### src/hdl/bbss_pkg.sv
// Shared constants, codes and controller/datapath interface types for the sample store.
`default_nettype none
package bbss_pkg;

  localparam int SLOTS      = 32;
  localparam int DIMS       = 5;
  localparam int NORMALS    = 5;
  localparam int IDX_W      = $clog2(SLOTS);
  localparam int VAL_DEPTH  = SLOTS * DIMS;
  localparam int VAL_AW     = $clog2(VAL_DEPTH);
  localparam int DIM_W      = (DIMS > 1) ? $clog2(DIMS) : 1;
  localparam int DIV_STEPS  = 64;
  localparam int SQRT_STEPS = 24;
  localparam int CNT_W      = 7;

  typedef enum logic [1:0] {
    CMD_INIT,
    CMD_GEN,
    CMD_CLEAN,
    CMD_NOP
  } cmd_t;

  typedef enum logic [1:0] {
    ST_OK,
    ST_FULL,
    ST_BEFORE_HEAD,
    ST_PAST_END
  } status_t;

  typedef enum logic [1:0] {
    SEL_ZERO,
    SEL_CUR,
    SEL_FREE
  } slot_sel_t;

  typedef enum logic [4:0] {
    OP_NONE,
    OP_LOAD,
    OP_INIT,
    OP_GEN_LINK,
    OP_GEN_TIME,
    OP_CLN_LINK,
    OP_CLN_TIME,
    OP_FREE,
    OP_MUL_VAR,
    OP_DIV_VAR,
    OP_SQRT,
    OP_CAP_S,
    OP_RD_VAL_M,
    OP_RD_VAL_P,
    OP_DIFF,
    OP_MUL_MEAN,
    OP_DIV_MEAN,
    OP_MUL_NOISE,
    OP_SUM,
    OP_WR_TIME,
    OP_WR_LINK,
    OP_CPY_FIN,
    OP_RD_CUR,
    OP_CAP_VAL,
    OP_CPY_WR,
    OP_EMIT
  } dp_op_t;

  typedef struct packed {
    slot_sel_t sel;
    status_t   status;
    logic      zero;
  } emit_t;

  typedef struct packed {
    dp_op_t op;
    emit_t  emit;
  } ctl_t;

  typedef struct packed {
    cmd_t cmd;
    logic before_head;
    logic hit;
    logic link_self;
    logic nx_gt_t;
    logic cur_ge_t;
    logic step_last;
    logic full;
    logic has_ip;
    logic dim_last;
    logic ds_done;
    logic cur_zero;
    logic out_free;
  } sts_t;

endpackage
`default_nettype wire

### src/hdl/bbss_ctrl.sv
// Controller: sequences the walk, bridge arithmetic, clean copy and result hand-off.
`default_nettype none
module bbss_ctrl (
  input  logic           clk,
  input  logic           rst_n,
  input  logic           in_valid,
  output logic           in_stall,
  input  bbss_pkg::sts_t sts,
  output bbss_pkg::ctl_t ctl
);
  import bbss_pkg::*;

  typedef enum logic [4:0] {
    S_IDLE, S_DISP,
    S_GLINK_W, S_GLINK, S_GTIME, S_GFREE,
    S_GMULV, S_GDIVV, S_GWDIVV, S_GSQRT, S_GWSQRT,
    S_GRDM, S_GRDP, S_GDIFF, S_GMULM, S_GDIVM, S_GWDIVM, S_GNOISE, S_GSUM,
    S_GWRT, S_GWRL,
    S_CCHK, S_CTIME, S_CPRD, S_CPWR,
    S_HRD, S_HCAP, S_EMIT
  } state_t;

  state_t state_r, state_nxt;
  emit_t  emit_r, emit_nxt;

  localparam emit_t EMIT_HEAD = '{sel: SEL_ZERO, status: ST_OK, zero: 1'b0};
  localparam emit_t EMIT_CUR  = '{sel: SEL_CUR, status: ST_OK, zero: 1'b0};
  localparam emit_t EMIT_NEW  = '{sel: SEL_FREE, status: ST_OK, zero: 1'b0};
  localparam emit_t EMIT_INIT = '{sel: SEL_ZERO, status: ST_OK, zero: 1'b1};

  always_comb begin
    state_nxt = state_r;
    emit_nxt  = emit_r;
    ctl.op    = OP_NONE;
    ctl.emit  = emit_r;
    unique case (state_r)
      S_IDLE: begin
        if (in_valid) begin
          ctl.op    = OP_LOAD;
          state_nxt = S_DISP;
        end
      end
      S_DISP: begin
        unique case (sts.cmd)
          CMD_INIT: begin
            ctl.op    = OP_INIT;
            emit_nxt  = EMIT_INIT;
            state_nxt = S_EMIT;
          end
          CMD_GEN: begin
            if (sts.before_head) begin
              emit_nxt  = '{sel: SEL_ZERO, status: ST_BEFORE_HEAD, zero: 1'b1};
              state_nxt = S_EMIT;
            end else begin
              state_nxt = S_GLINK;
            end
          end
          CMD_CLEAN: state_nxt = S_CCHK;
          default: begin
            emit_nxt  = EMIT_CUR;
            state_nxt = S_HRD;
          end
        endcase
      end
      S_GLINK_W: state_nxt = S_GLINK;
      S_GLINK: begin
        if (sts.hit) begin
          emit_nxt  = EMIT_CUR;
          state_nxt = S_HRD;
        end else begin
          ctl.op    = OP_GEN_LINK;
          state_nxt = sts.link_self ? S_GFREE : S_GTIME;
        end
      end
      S_GTIME: begin
        ctl.op = OP_GEN_TIME;
        if (sts.nx_gt_t || sts.step_last) begin
          state_nxt = S_GFREE;
        end else begin
          state_nxt = S_GLINK_W;
        end
      end
      S_GFREE: begin
        if (sts.full) begin
          emit_nxt  = '{sel: SEL_ZERO, status: ST_FULL, zero: 1'b1};
          state_nxt = S_EMIT;
        end else begin
          ctl.op    = OP_FREE;
          state_nxt = sts.has_ip ? S_GMULV : S_GSQRT;
        end
      end
      S_GMULV: begin
        ctl.op    = OP_MUL_VAR;
        state_nxt = S_GDIVV;
      end
      S_GDIVV: begin
        ctl.op    = OP_DIV_VAR;
        state_nxt = S_GWDIVV;
      end
      S_GWDIVV: begin
        if (sts.ds_done) begin
          state_nxt = S_GSQRT;
        end
      end
      S_GSQRT: begin
        ctl.op    = OP_SQRT;
        state_nxt = S_GWSQRT;
      end
      S_GWSQRT: begin
        if (sts.ds_done) begin
          ctl.op    = OP_CAP_S;
          state_nxt = S_GRDM;
        end
      end
      S_GRDM: begin
        ctl.op    = OP_RD_VAL_M;
        state_nxt = S_GRDP;
      end
      S_GRDP: begin
        ctl.op    = OP_RD_VAL_P;
        state_nxt = sts.has_ip ? S_GDIFF : S_GNOISE;
      end
      S_GDIFF: begin
        ctl.op    = OP_DIFF;
        state_nxt = S_GMULM;
      end
      S_GMULM: begin
        ctl.op    = OP_MUL_MEAN;
        state_nxt = S_GDIVM;
      end
      S_GDIVM: begin
        ctl.op    = OP_DIV_MEAN;
        state_nxt = S_GWDIVM;
      end
      S_GWDIVM: begin
        if (sts.ds_done) begin
          state_nxt = S_GNOISE;
        end
      end
      S_GNOISE: begin
        ctl.op    = OP_MUL_NOISE;
        state_nxt = S_GSUM;
      end
      S_GSUM: begin
        ctl.op    = OP_SUM;
        state_nxt = sts.dim_last ? S_GWRT : S_GRDM;
      end
      S_GWRT: begin
        ctl.op    = OP_WR_TIME;
        state_nxt = S_GWRL;
      end
      S_GWRL: begin
        ctl.op    = OP_WR_LINK;
        emit_nxt  = EMIT_NEW;
        state_nxt = S_EMIT;
      end
      S_CCHK: begin
        if (sts.cur_ge_t) begin
          if (sts.cur_zero) begin
            emit_nxt  = EMIT_CUR;
            state_nxt = S_HRD;
          end else begin
            ctl.op    = OP_CPY_FIN;
            emit_nxt  = EMIT_HEAD;
            state_nxt = S_CPRD;
          end
        end else if (sts.link_self || sts.step_last) begin
          emit_nxt  = '{sel: SEL_ZERO, status: ST_PAST_END, zero: 1'b1};
          state_nxt = S_EMIT;
        end else begin
          ctl.op    = OP_CLN_LINK;
          state_nxt = S_CTIME;
        end
      end
      S_CTIME: begin
        ctl.op    = OP_CLN_TIME;
        state_nxt = S_CCHK;
      end
      S_CPRD: begin
        ctl.op    = OP_RD_CUR;
        state_nxt = S_CPWR;
      end
      S_CPWR: begin
        ctl.op    = OP_CPY_WR;
        state_nxt = sts.dim_last ? S_EMIT : S_CPRD;
      end
      S_HRD: begin
        ctl.op    = OP_RD_CUR;
        state_nxt = S_HCAP;
      end
      S_HCAP: begin
        ctl.op    = OP_CAP_VAL;
        state_nxt = sts.dim_last ? S_EMIT : S_HRD;
      end
      S_EMIT: begin
        if (sts.out_free) begin
          ctl.op    = OP_EMIT;
          state_nxt = S_IDLE;
        end
      end
      default: state_nxt = S_IDLE;
    endcase
  end

  always_ff @(posedge clk) begin
    if (!rst_n) begin
      state_r <= S_IDLE;
      emit_r  <= EMIT_HEAD;
    end else begin
      state_r <= state_nxt;
      emit_r  <= emit_nxt;
    end
  end

  assign in_stall = state_r != S_IDLE;

endmodule
`default_nettype wire

### config.mk
export PLATFORM = sky130hd
export DESIGN_NAME = bbss_ctrl
export DESIGN_NICKNAME = d
export VERILOG_FILES = /design/src/hdl/bbss_pkg.sv /design/src/hdl/bbss_ctrl.sv
export SDC_FILE = /design/constraint.sdc
export NUM_CORES = 1
export LEC_CHECK = 0
export ABC_AREA = 1
export BUFFER_PORTS_ARGS = -buffer_cell sky130_fd_sc_hd__buf_2
export CELL_PAD_IN_SITES_DETAIL_PLACEMENT = 1
export CELL_PAD_IN_SITES_GLOBAL_PLACEMENT = 2
export CORE_MARGIN = 8
export CORE_UTILIZATION = 29
export CTS_CLUSTER_DIAMETER = 150
export DETAILED_ROUTE_END_ITERATION = 6
export PLACE_DENSITY = 0.95
export RECOVER_POWER = 100
export SYNTH_ARGS = -nofsm -noshare
export SYNTH_HDL_FRONTEND = slang
export SYNTH_SLANG_ARGS = --single-unit
### constraint.sdc
create_clock -name clk -period 2.5 [get_ports clk]
set_input_delay 0.75 -clock clk [delete_from_list [all_inputs] [get_ports clk]]
set_output_delay 0.75 -clock clk [all_outputs]
set_load 0.01 [all_outputs]
# [After elaboration in Yosys (flattened, before gate mapping)]
# Index checks and enable logic that the tools add are counted.
[classes] mux=38 reduce_logical=9 eq_ne=39
[ops] operator="5-bit one-hot mux with 28 select lines" count=1
[ops] operator="5-bit one-hot mux with 24 select lines" count=1
[ops] operator="5-bit two-way mux" count=19
[ops] operator="5-bit equality test, second input constant" count=12
[ops] operator="5-bit by 4-bit equality test with 1-bit output, second input constant" count=8
[ops] operator="5-bit one-hot mux with 3 select lines" count=2
[ops] operator="5-bit one-hot mux with 5 select lines" count=1
[ops] operator="4-bit two-way mux" count=6
[ops] operator="5-bit by 3-bit equality test with 1-bit output, second input constant" count=4
[ops] operator="2-bit != test, second input constant" count=8
[ops] operator="5-bit by 2-bit equality test with 1-bit output, second input constant" count=2
[ops] operator="5-bit nonzero test" count=2
[ops] operator="3-bit two-way mux" count=3
[ops] operator="2-bit two-way mux" count=3
[ops] operator="3-bit != test, second input constant" count=2
[ops] operator="6-bit AND reduction" count=1
[ops] operator="5-bit by 1-bit equality test with 1-bit output, second input constant" count=1
[ops] operator="5-bit logical NOT" count=1
[ops] operator="5-bit AND reduction" count=1
[ops] operator="2-bit by 1-bit equality test with 1-bit output, second input constant" count=1
[ops] operator="2-bit equality test, second input constant" count=1
[ops] operator="2-bit logical NOT" count=1
[ops] operator="1-bit logical OR" count=2
[ops] operator="1-bit two-way mux" count=2
[ops] operator="2-bit OR reduction" count=1
[totals] wordCells=90 output_inout_bits=11 in_bits=17 ff_bits=10

# [Logic depth before layout (Yosys ltp)]
# Gate-level depths: netlist of the first run.
[logic_depth] ltp_word=4 depth_mapped=13 ltp_nobuf=12

# [Worst setup path after synthesis of the first run]
# No wires, ideal clock.
[synth_timing] path_type="input to output" startpoint="in sts[7] (netlist name)" endpoint="out ctl[7] (netlist name)" t_arrival_ps=1318 setup_slack_ps=432 required_ps=1750 stages=6 n_path_buf=0 path_cell_list="inv_1 nor2_1 nand2_1 nand2_1 nor4_1 nand4_1"
[synth_rtl] element="start: declaration" line_no="bbss_ctrl.sv:8" rtl="input bbss_pkg::sts_t sts,"
[synth_rtl] element="end: declaration" line_no="bbss_ctrl.sv:9" rtl="output bbss_pkg::ctl_t ctl"

==> impl_metrics.tcl, run 1 <==
set metrics [dict create \
    ios 28 \
    timing.fmax_ghz 0.409 \
    diodes 0 \
    tns_ps 0 \
    ys.flop_type "dfxtp_1" \
    drc_errors 0 \
    area_delta_synth_final_pct 33.8 \
    slowest_delay_ps 320 \
    die_area_um2 7010 \
    hold_viol_final 0 \
    grt_use_total_pct 14.7 \
    finalClockSkew_ps 1.82 \
    finalSetupViolations 0 \
    crit_chain "buf_4 > buf_4 > nand3_1 > nand4_1 > nor2_1 > nand4_1 > buf_2" \
    dp_hpwl_um 4510 \
    critPathKind "reg2out" \
    routedWlPerCell_um 16.1 \
    cts_sinks 10 \
    cts_made_buffers 3 \
    grt_pass1_wl_um 8610 \
    drv_cap 0 \
    yosys_warnings 0 \
    crit_slowest_cell "dfxtp_1" \
    drt-initial-drc-count 144 \
    grt_antenna_before_repair 0 \
    crit_fanout 11 \
    ys_async_sr_fraction_pct 0 \
    drive_gt1_share_pct 30.0 \
    htreeDepth 1 \
    root_buffer "clkbuf_8" \
    die_w_um 83.7 \
    start_util_pct 30.3 \
    die_h_um 83.7 \
    dp.cells 335 \
    layout.nets 308 \
    port_buffers 27 \
    ys_seq_elements 10 \
    power_density_nw_per_um2 931 \
    postRouteAntennaNets 0 \
    ys_types 27 \
    drv_slew 0 \
    min_period_ps 2440 \
    clkLatencyLatePin_ps 230 \
    worstPathArrival_ps 1690 \
    clockBufferDepth 2 \
    status "completed" \
    finalCritPeriodShare_pct 97.8 \
    ctsHoldBuffers 0 \
    avgSynthCellArea_um2 5.36 \
    hold_class "reg2reg" \
    peakVddDrop_mv 0.368 \
    dr.pass1.iters 5 \
    rows 24 \
    grt_pass1_vias 1788 \
    slew_headroom_pct 75.0 \
    path_clk_slew_ps 50 \
    gr-total-overflow 0 \
    grt_max_degree 14 \
    fin_cells 342 \
    wirelength_um 5520 \
    tightest_slew_ps 373 \
    synthesis.area_um2 1330 \
    cts_tree "built" \
    syn_nets 265 \
    vias 1840 \
    power.leakage_uw 0.000951 \
    viasPerCell 5.38 \
    synthCells 248 \
    worst_setup_path_end_kind "primary output" \
    core-area_um2 4380 \
    nFillCells 617 \
    synth_edf_count 0 \
    cp-start-kind "register" \
    crit_required_ps 1750 \
    gp_congestion 0.944 \
    ys_seq_area_share_pct 15.1 \
]
cell usage in the layout, fill, tap and decap left out, types with 3 or more instances in the layout:
cell type	netlist	final
nand2_1	70	66
buf_2	2	20
a31oi_1	3	3
nand2_2	3	8
nor2_1	40	35
clkbuf_1	0	7
nand3_2	1	7
nor3_1	5	5
inv_1	24	23
nor2_4	6	9
dfxtp_1	10	6
o21ai_0	12	10
inv_2	7	8
clkbuf_8	0	4
a21oi_1	11	11
buf_4	1	14
nor2_2	3	5
nand4_1	10	10
nand3_1	28	21
what timing repair did:
| action | in CTS | in global routing |
|---|---|---|
| setup buffers | 0 | 3 |
| endpoints found under the setup margin | 5 | 5 |
| resized for setup | 9 | 25 |
| cloned | 0 | 0 |
| pin swaps | 0 | 3 |
logic make-up after synthesis:
kind of cell / Yosys count / synth area share [%]
simple gates: 170 / 59.2
flops: 10 / 15.1
compound gates: 33 / 14.9
buf+inv: 35 / 10.9
worst max-delay path: cells and delay by family (launching register included):
family,cells,cell delay [ps]
flip-flops,1,320
AND/OR/NAND/NOR,4,610
buffers and inverters,3,530
synthesized netlist by cell type, types with 2 or more instances:
master	instances	area, um2
o21ai_0	12	60.1
a31oi_1	3	18.8
nor2_1	40	150
nand2_1	70	263
o211ai_1	2	15.0
a21oi_1	11	55.1
a211oi_1	2	15.0
nand4_1	10	62.6
inv_1	24	90.1
buf_2	2	10.0
nor2_2	3	18.8
nor2_4	6	67.6
dfxtp_1	10	200
nand2_2	3	18.8
nor3_1	5	25.0
nand3_1	28	140
inv_2	7	26.3
worst paths after layout:
| check | slack, ps | to | cells past startpoint | start |
|---|---|---|---|---|
| setup / recovery | 60 | ctl[9] | 7 | state_r[4]$_SDFFE_PN0P_ |
| hold / removal | 460 | ctl[4]$_SDFFE_PN0P_ | 2 | ctl[4]$_SDFFE_PN0P_ |
| setup reg to reg | 790 | ctl[2]$_SDFFE_PN0P_ | 12 | state_r[3]$_SDFFE_PN0P_ |
| hold reg to reg | 460 | ctl[4]$_SDFFE_PN0P_ | 2 | ctl[4]$_SDFFE_PN0P_ |
per-stage QoR:
stage	cell area, um2	hold WS [ps]	worst slack [ps]	total power [uW]	utilization (%)
6_report	1780	465	55.6	1660	40.6
5_1_grt	1780	507	-30.8	1800	40.6
4_1_cts	1680	468	2.88	1620	38.4
3_5_place_dp	1600	461	80.8	1400	36.6
3_3_place_gp	1600	449	85.8	1380	36.6
2_1_floorplan	1330	481	432	1000	-
area by class of cell:
class	instances	area, um2	share of cell area, %
Sequential cell	10	210	11.8
Inverter	31	116	6.54
Clock buffer	4	55.1	3.09
Timing Repair Buffer	42	251	14.1
Multi-Input combinational cell	203	1080	60.8
Tap cell	52	65.1	3.66
power breakdown:
group	switching [uW]	internal (uW)	leakage, uW
Clock	62.1	138	0.0000288
Sequential	65.3	224	0.0000840
Combinational	773	395	0.000838
Total	900	757	0.000951
flip-flops by register name, summed over array words and instances (netlist names):
name,flops
ctl,5
state_r,5
routing by layer:
| layer | global-route usage (%) | vias up | share of wire, % |
|---|---|---|---|
| li1 | - | 898 | - |
| met1 | 19.8 | 859 | 44 |
| met2 | 23.1 | 73 | 45 |
| met3 | 3.42 | 10 | 8.9 |
| met4 | 2.51 | 0 | 1.6 |
| met5 | 0 | - | 0 |
Note: power is estimated with default switching activity, not from simulation.
==> run 2, diff against run 1 <==
Settings changed: CORE_UTILIZATION 29 to 27, PLACE_DENSITY 0.95 to 0.9.
Clock period 2.5 ns to 2.69 ns, I/O delays scaled along.
==> run 2 against run 1 <==
Effect of this change:
- sequential share of layout area grew 0.36 points
- utilization shrank 4.9 points
- wire length shrank 3.5%
- register-to-register slack gained 110 ps
- total power shrank 13%
- sequential power shrank 10%
==> impl_metrics.tcl, run 2 (same netlist as run 1, synthesis figures left out) <==
set metrics [dict create \
    grt_pass1_wl_um 8670 \
    path_clk_slew_ps 50 \
    clkLatencyLatePin_ps 230 \
    wirelength_um 5330 \
    status "completed" \
    reg2reg_from "state_r[4]$_SDFFE_PN0P_" \
    gr-total-overflow 0 \
    rrSetupSlack_ps 900 \
    grt_pass1_vias 1776 \
    power_density_nw_per_um2 855 \
    critPathKind "reg2out" \
    crit_chain "buf_6 > nand3_2 > nor2_4 > nand3_1 > nand2_1 > nor2_1 > nand3_1 > buf_2" \
    postRouteAntennaNets 0 \
    worst-path-stages 8 \
    dr.pass1.iters 4 \
    layout.nets 305 \
    hold_viol_final 0 \
    crit_path_start "state_r[4]$_SDFFE_PN0P_" \
    timing.rr.end "ctl[2]$_SDFFE_PN0P_" \
    crit_fanout 16 \
    min_period_ps 2580 \
    hold_class "reg2reg" \
    drv_slew 0 \
    grt_antenna_before_repair 0 \
    finalClockSkew_ps 0.420 \
    drive_gt1_share_pct 24.0 \
    cts_tree "built" \
    cp-start-kind "register" \
    start_util_pct 28.2 \
    port_buffers 27 \
    slowest_delay_ps 350 \
    crit_top_cell "nand3_1" \
    vias 1744 \
    worst_setup_path_end_kind "primary output" \
    worstPathArrival_ps 1780 \
    path_buf_inv 2 \
    dp_hpwl_um 4520 \
    rows 25 \
    critPathTopFamily "simple AND/OR/NAND/NOR gates" \
    grt_use_total_pct 14.7 \
    tns_ps 0 \
    diodes 0 \
    rr_worst_depth 10 \
    crit_required_ps 1880 \
    drv_cap 0 \
    most-common-layout-cells "nand2_1 (69), nor2_1 (38), nand3_1 (27)" \
    die_w_um 86.2 \
    crit_slowest_cell "dfxtp_1" \
    gp_congestion 0.937 \
    tightest_slew_ps 450 \
    root_buffer "clkbuf_8" \
    crit_path_end "ctl[5]" \
    ios 28 \
    setup_slack_ps 108 \
    power.leakage_uw 0.000908 \
    timing.fmax_ghz 0.387 \
    dpl_cell_area_um2 1590 \
    cts_made_buffers 3 \
    final_common_cell "nand2_1" \
    htreeDepth 1 \
    die_area_um2 7430 \
    drc_errors 0 \
    cts_sinks 10 \
    final_util_pct 35.7 \
    routedWlPerCell_um 15.1 \
    core-area_um2 4720 \
    pre_cts_ws_ps 114 \
    peakVddDrop_mv 0.440 \
    finalSetupViolations 0 \
    final_area_um2 1690 \
    area_delta_synth_final_pct 26.7 \
    clockBufferDepth 2 \
    viasPerCell 4.93 \
    grt_max_degree 17 \
    die_h_um 86.2 \
    drt-initial-drc-count 95 \
    finalCritPeriodShare_pct 96.0 \
    slew_headroom_pct 69.8 \
]
-- run 2: routing by layer --
metal	wire, um	track usage, %	vias up
met5	0	0	-
met4	77	2.50	0
met3	374	3.31	6
met2	2330	23.6	50
met1	2550	19.6	795
li1	-	-	893
-- run 2: metrics by stage --
step	power [uW]	hold slack (ps)	cells
3_3_place_gp	1240	454	347
5_1_grt	1590	500	354
6_report	1440	468	354
2_1_floorplan	931	481	248
3_5_place_dp	1260	461	347
4_1_cts	1450	468	351
-- run 2: cell type report --
cell class	instances	area, um2
Fill cell	699	3040
Sequential cell	10	205
Timing Repair Buffer	39	220
Tap cell	67	83.8
Clock buffer	4	55.1
Inverter	31	116
Multi-Input combinational cell	203	1000
-- run 2: timing repair --
action	in CTS	in global routing
setup endpoints to repair	3	5
resized for setup	1	16
setup buffers	0	3
hold buffers	0	0
pin swaps	0	3
-- run 2: where the power goes --
part | switching, uW | leakage [uW] | internal (uW)
Sequential | 55.8 | 0.0000834 | 203
Clock | 52.5 | 0.0000288 | 128
Combinational | 679 | 0.000796 | 322
Total | 787 | 0.000908 | 653
-- run 2: how the worst min path moves through the flow --
| stage | start | end | slack [ps] | cells past startpoint |
|---|---|---|---|---|
| after floorplan | state_r[3]$_SDFFE_PN0P_ | state_r[3]$_SDFFE_PN0P_ | 480 | 2 |
| after global placement | ctl[4]$_SDFFE_PN0P_ | ctl[4]$_SDFFE_PN0P_ | 450 | 2 |
| after detailed placement | ctl[4]$_SDFFE_PN0P_ | ctl[4]$_SDFFE_PN0P_ | 460 | 2 |
| after CTS | ctl[4]$_SDFFE_PN0P_ | ctl[4]$_SDFFE_PN0P_ | 470 | 2 |
| after global routing | ctl[3]$_SDFFE_PN0P_ | ctl[3]$_SDFFE_PN0P_ | 500 | 2 |
| final | ctl[4]$_SDFFE_PN0P_ | ctl[4]$_SDFFE_PN0P_ | 470 | 2 |
-- run 2: worst reg2reg max path, cell delays in order (launching register included) --
cell and delay (ps):
dfxtp_1 350, buf_6 200, nand3_2 150, nor2_4 240
nand3_1 150, nand2_1 110, nor2_2 40, nand2_1 180
inv_1 100, nor2_1 100, nor2_1 50
==> run 3, diff against run 2 <==
Settings changed: ABC_AREA 1 to 0, CORE_UTILIZATION 27 to 30.
==> run 3 against run 2 <==
Effect of this change:
- count of clock-buffer cells in the layout stayed put
- clock skew increased by 0.95 ps
- non-clock buffer count rose by 16
- total power rose by 3.9%
- area after synthesis up 4.6%
==> impl_metrics.tcl, run 3 <==
set metrics [dict create \
    status "completed" \
    hold_viol_final 0 \
    worst_setup_path_end_kind "primary output" \
    timing.rr.end "ctl[3]$_SDFFE_PN0P_" \
    ys_seq_elements 10 \
    p_int_uw 766 \
    port_buffers 27 \
    area_delta_synth_final_pct 30.3 \
    drv_cap 0 \
    die_h_um 84.1 \
    ys_top_cells_by_count "nand2_1 (17), nor2_1 (15), o21ai_0 (15), a21oi_1 (13), nor2b_1 (12)" \
    die_w_um 84.1 \
    finalClockSkew_ps 1.37 \
    most-common-layout-cells "buf_4 (28), buf_2 (18), nand2_1 (17)" \
    crit_slowest_cell "a221o_1" \
    wirelength_um 5960 \
    final_common_cell "buf_4" \
    power.leakage_uw 0.000736 \
    clockBufferDepth 2 \
    hold_class "reg2reg" \
    cts_tree "built" \
    drt-initial-drc-count 130 \
    peakVddDrop_mv 0.368 \
    postRouteAntennaNets 0 \
    die_area_um2 7070 \
    synthesis.area_um2 1390 \
    critPathTopFamily "compound AO/OA/AOI/OAI gates" \
    drv_slew 0 \
    finalCritPeriodShare_pct 99.6 \
    p_sw_uw 731 \
    layout.nets 262 \
    crit_chain "buf_8 > nor2b_4 > nor2_4 > o21ai_2 > a22o_1 > a221o_1 > buf_2" \
    synth_compound_area_share_pct 41.0 \
    drive_gt1_share_pct 29.5 \
    routedWlPerCell_um 20.1 \
    synth_mux_area_share_pct 1.44 \
    synthCells 204 \
    timing.fmax_ghz 0.373 \
    synth_edf_count 0 \
    ys_seq_area_share_pct 14.4 \
    rrSetupSlack_ps 170 \
    grt_max_degree 17 \
    nFillCells 577 \
    clock_power_share_pct 12.7 \
    path_clk_slew_ps 50 \
    vias 1803 \
    slew_headroom_pct 45.1 \
    synth_top_area_cell "dfxtp_1" \
    ys_top_cells_by_area "dfxtp_1 (14%), nor2b_1 (5.4%), o21ai_0 (5.4%), a21oi_1 (4.7%), nand2_1 (4.6%)" \
    hold_slack_ps 527 \
    slowest_delay_ps 300 \
    synth_xor_area_share_pct 0 \
    min_from "ctl[3]$_SDFFE_PN0P_" \
    swShare_pct 48.8 \
    ios 28 \
    drc_errors 0 \
    grt_pass1_wl_um 9590 \
    post-synth-top-count-cell "nand2_1" \
    rr_worst_depth 6 \
    root_buffer "clkbuf_8" \
    worst-path-stages 7 \
    dr.pass1.iters 4 \
    worstPathArrival_ps 1870 \
    gr-total-overflow 0 \
    synth_top_family_by_area "compound AO/OA/AOI/OAI gates" \
    ys.flop_type "dfxtp_1" \
    finalSetupViolations 0 \
    dpl_cell_area_um2 1710 \
    grt_antenna_before_repair 0 \
    final_util_pct 41.1 \
    crit_fanout 3 \
    ys_types 56 \
    htreeDepth 1 \
    hold_end "ctl[3]$_SDFFE_PN0P_" \
    dp_hpwl_um 4520 \
    tightest_slew_ps 819 \
    core-area_um2 4410 \
    diodes 0 \
    grt_pass1_vias 1868 \
    grt_setup_unrepaired "yes" \
    synthSimpleGateAreaFrac_pct 35.4 \
    rows 24 \
    dp.cells 291 \
    power_uw 1500 \
    start_util_pct 31.5 \
    fin_cells 296 \
    ys_async_sr_fraction_pct 0 \
    crit_required_ps 1880 \
    reg2reg_from "state_r[2]$_SDFFE_PN0P_" \
    synthAdderAreaFrac_pct 0 \
    cts_made_buffers 3 \
    syn_nets 221 \
    viasPerCell 6.09 \
    cp-start-kind "primary input" \
    min_period_ps 2680 \
    clkLatencyLatePin_ps 240 \
    critPathKind "in2out" \
    p_seq_share_pct 18.6 \
    yosys_warnings 0 \
    gp_congestion 0.944 \
    yosysTopAreaCellShare_pct 14.4 \
    path_buf_inv 2 \
    grt_use_total_pct 16.1 \
    p_comb_share_pct 68.7 \
    final_area_um2 1810 \
    power_density_nw_per_um2 826 \
    cts_sinks 10 \
    avgSynthCellArea_um2 6.82 \
    min_path_cells 2 \
]
## run 3: changes by cell type in the layout (fill, tap and decap cells not counted), sizes merged, moves of 4 or more
cell / previous run / this run
inv: 31 / 6
nand3: 29 / 11
nand4: 10 / 0
nand2: 74 / 17
nor2b: 0 / 12
buf: 29 / 47
nor2: 49 / 15
nand2b: 0 / 4
nor3b: 0 / 5
nor3: 5 / 9
## run 3: power by group through the flow
stage	clock (uW)	sequential, uW	combinational (uW)
final	190	279	1030
after global routing	204	282	1120
after CTS	193	270	1020
after detailed placement	0	268	1010
after global placement	0	265	989
after floorplan	0	209	708
## run 3: worst min-delay path, stage by stage, from the launching register on
cell and delay [ps]:
dfxtp_1 320, nand2_1 80, a21boi_0 80
## run 3: per-stage QoR
stage / setup WS [ps] / setup TNS (ps)
floorplan: 190 / 0
global placement: -124 / -127
detailed placement: -159 / -188
CTS: 0.00355 / 0
global route: -58.7 / -109
finish: 11.3 / 0
## run 3: repair_timing
item | 4_1_cts | 5_1_grt
pin swaps | 3 | 4
buffers inserted | 0 | 1
endpoints found under the setup margin | 5 | 4
gates resized for setup | 10 | 9
hold buffers | 0 | 0
## run 3: worst max path at each step
stage | startpoint | end | slack [ps]
final | sts[7] | ctl[5] | 10
after global routing | sts[7] | ctl[5] | -60
after CTS | sts[7] | ctl[5] | 0.004
after detailed placement | sts[7] | ctl[5] | -160
after global placement | sts[7] | ctl[5] | -120
after floorplan | sts[7] | ctl[7] | 190
## run 3: layout make-up
type	instances	area [um2]	share of cell area, %
clock buffer	4	55.1	3.04
inverter	6	22.5	1.24
multi-input combinational	169	1120	61.6
sequential	10	205	11.3
tap	52	65.1	3.59
timing repair buffer	55	348	19.2
## run 3: logic make-up (layout without fill, tap and decap cells)
group,count (synthesis),after routing
AO/OA/AOI/OAI,76,76
buffers and inverters,25,65
flip-flops,10,10
multiplexers,2,2
AND/OR/NAND/NOR,91,91
## run 3: layer usage
metal	vias up	track usage, %	wire length (um)
li1	854	-	-
met1	866	20.5	2560
met5	-	0	0
met2	69	26.9	2880
met3	14	3.13	375
met4	0	3.61	148
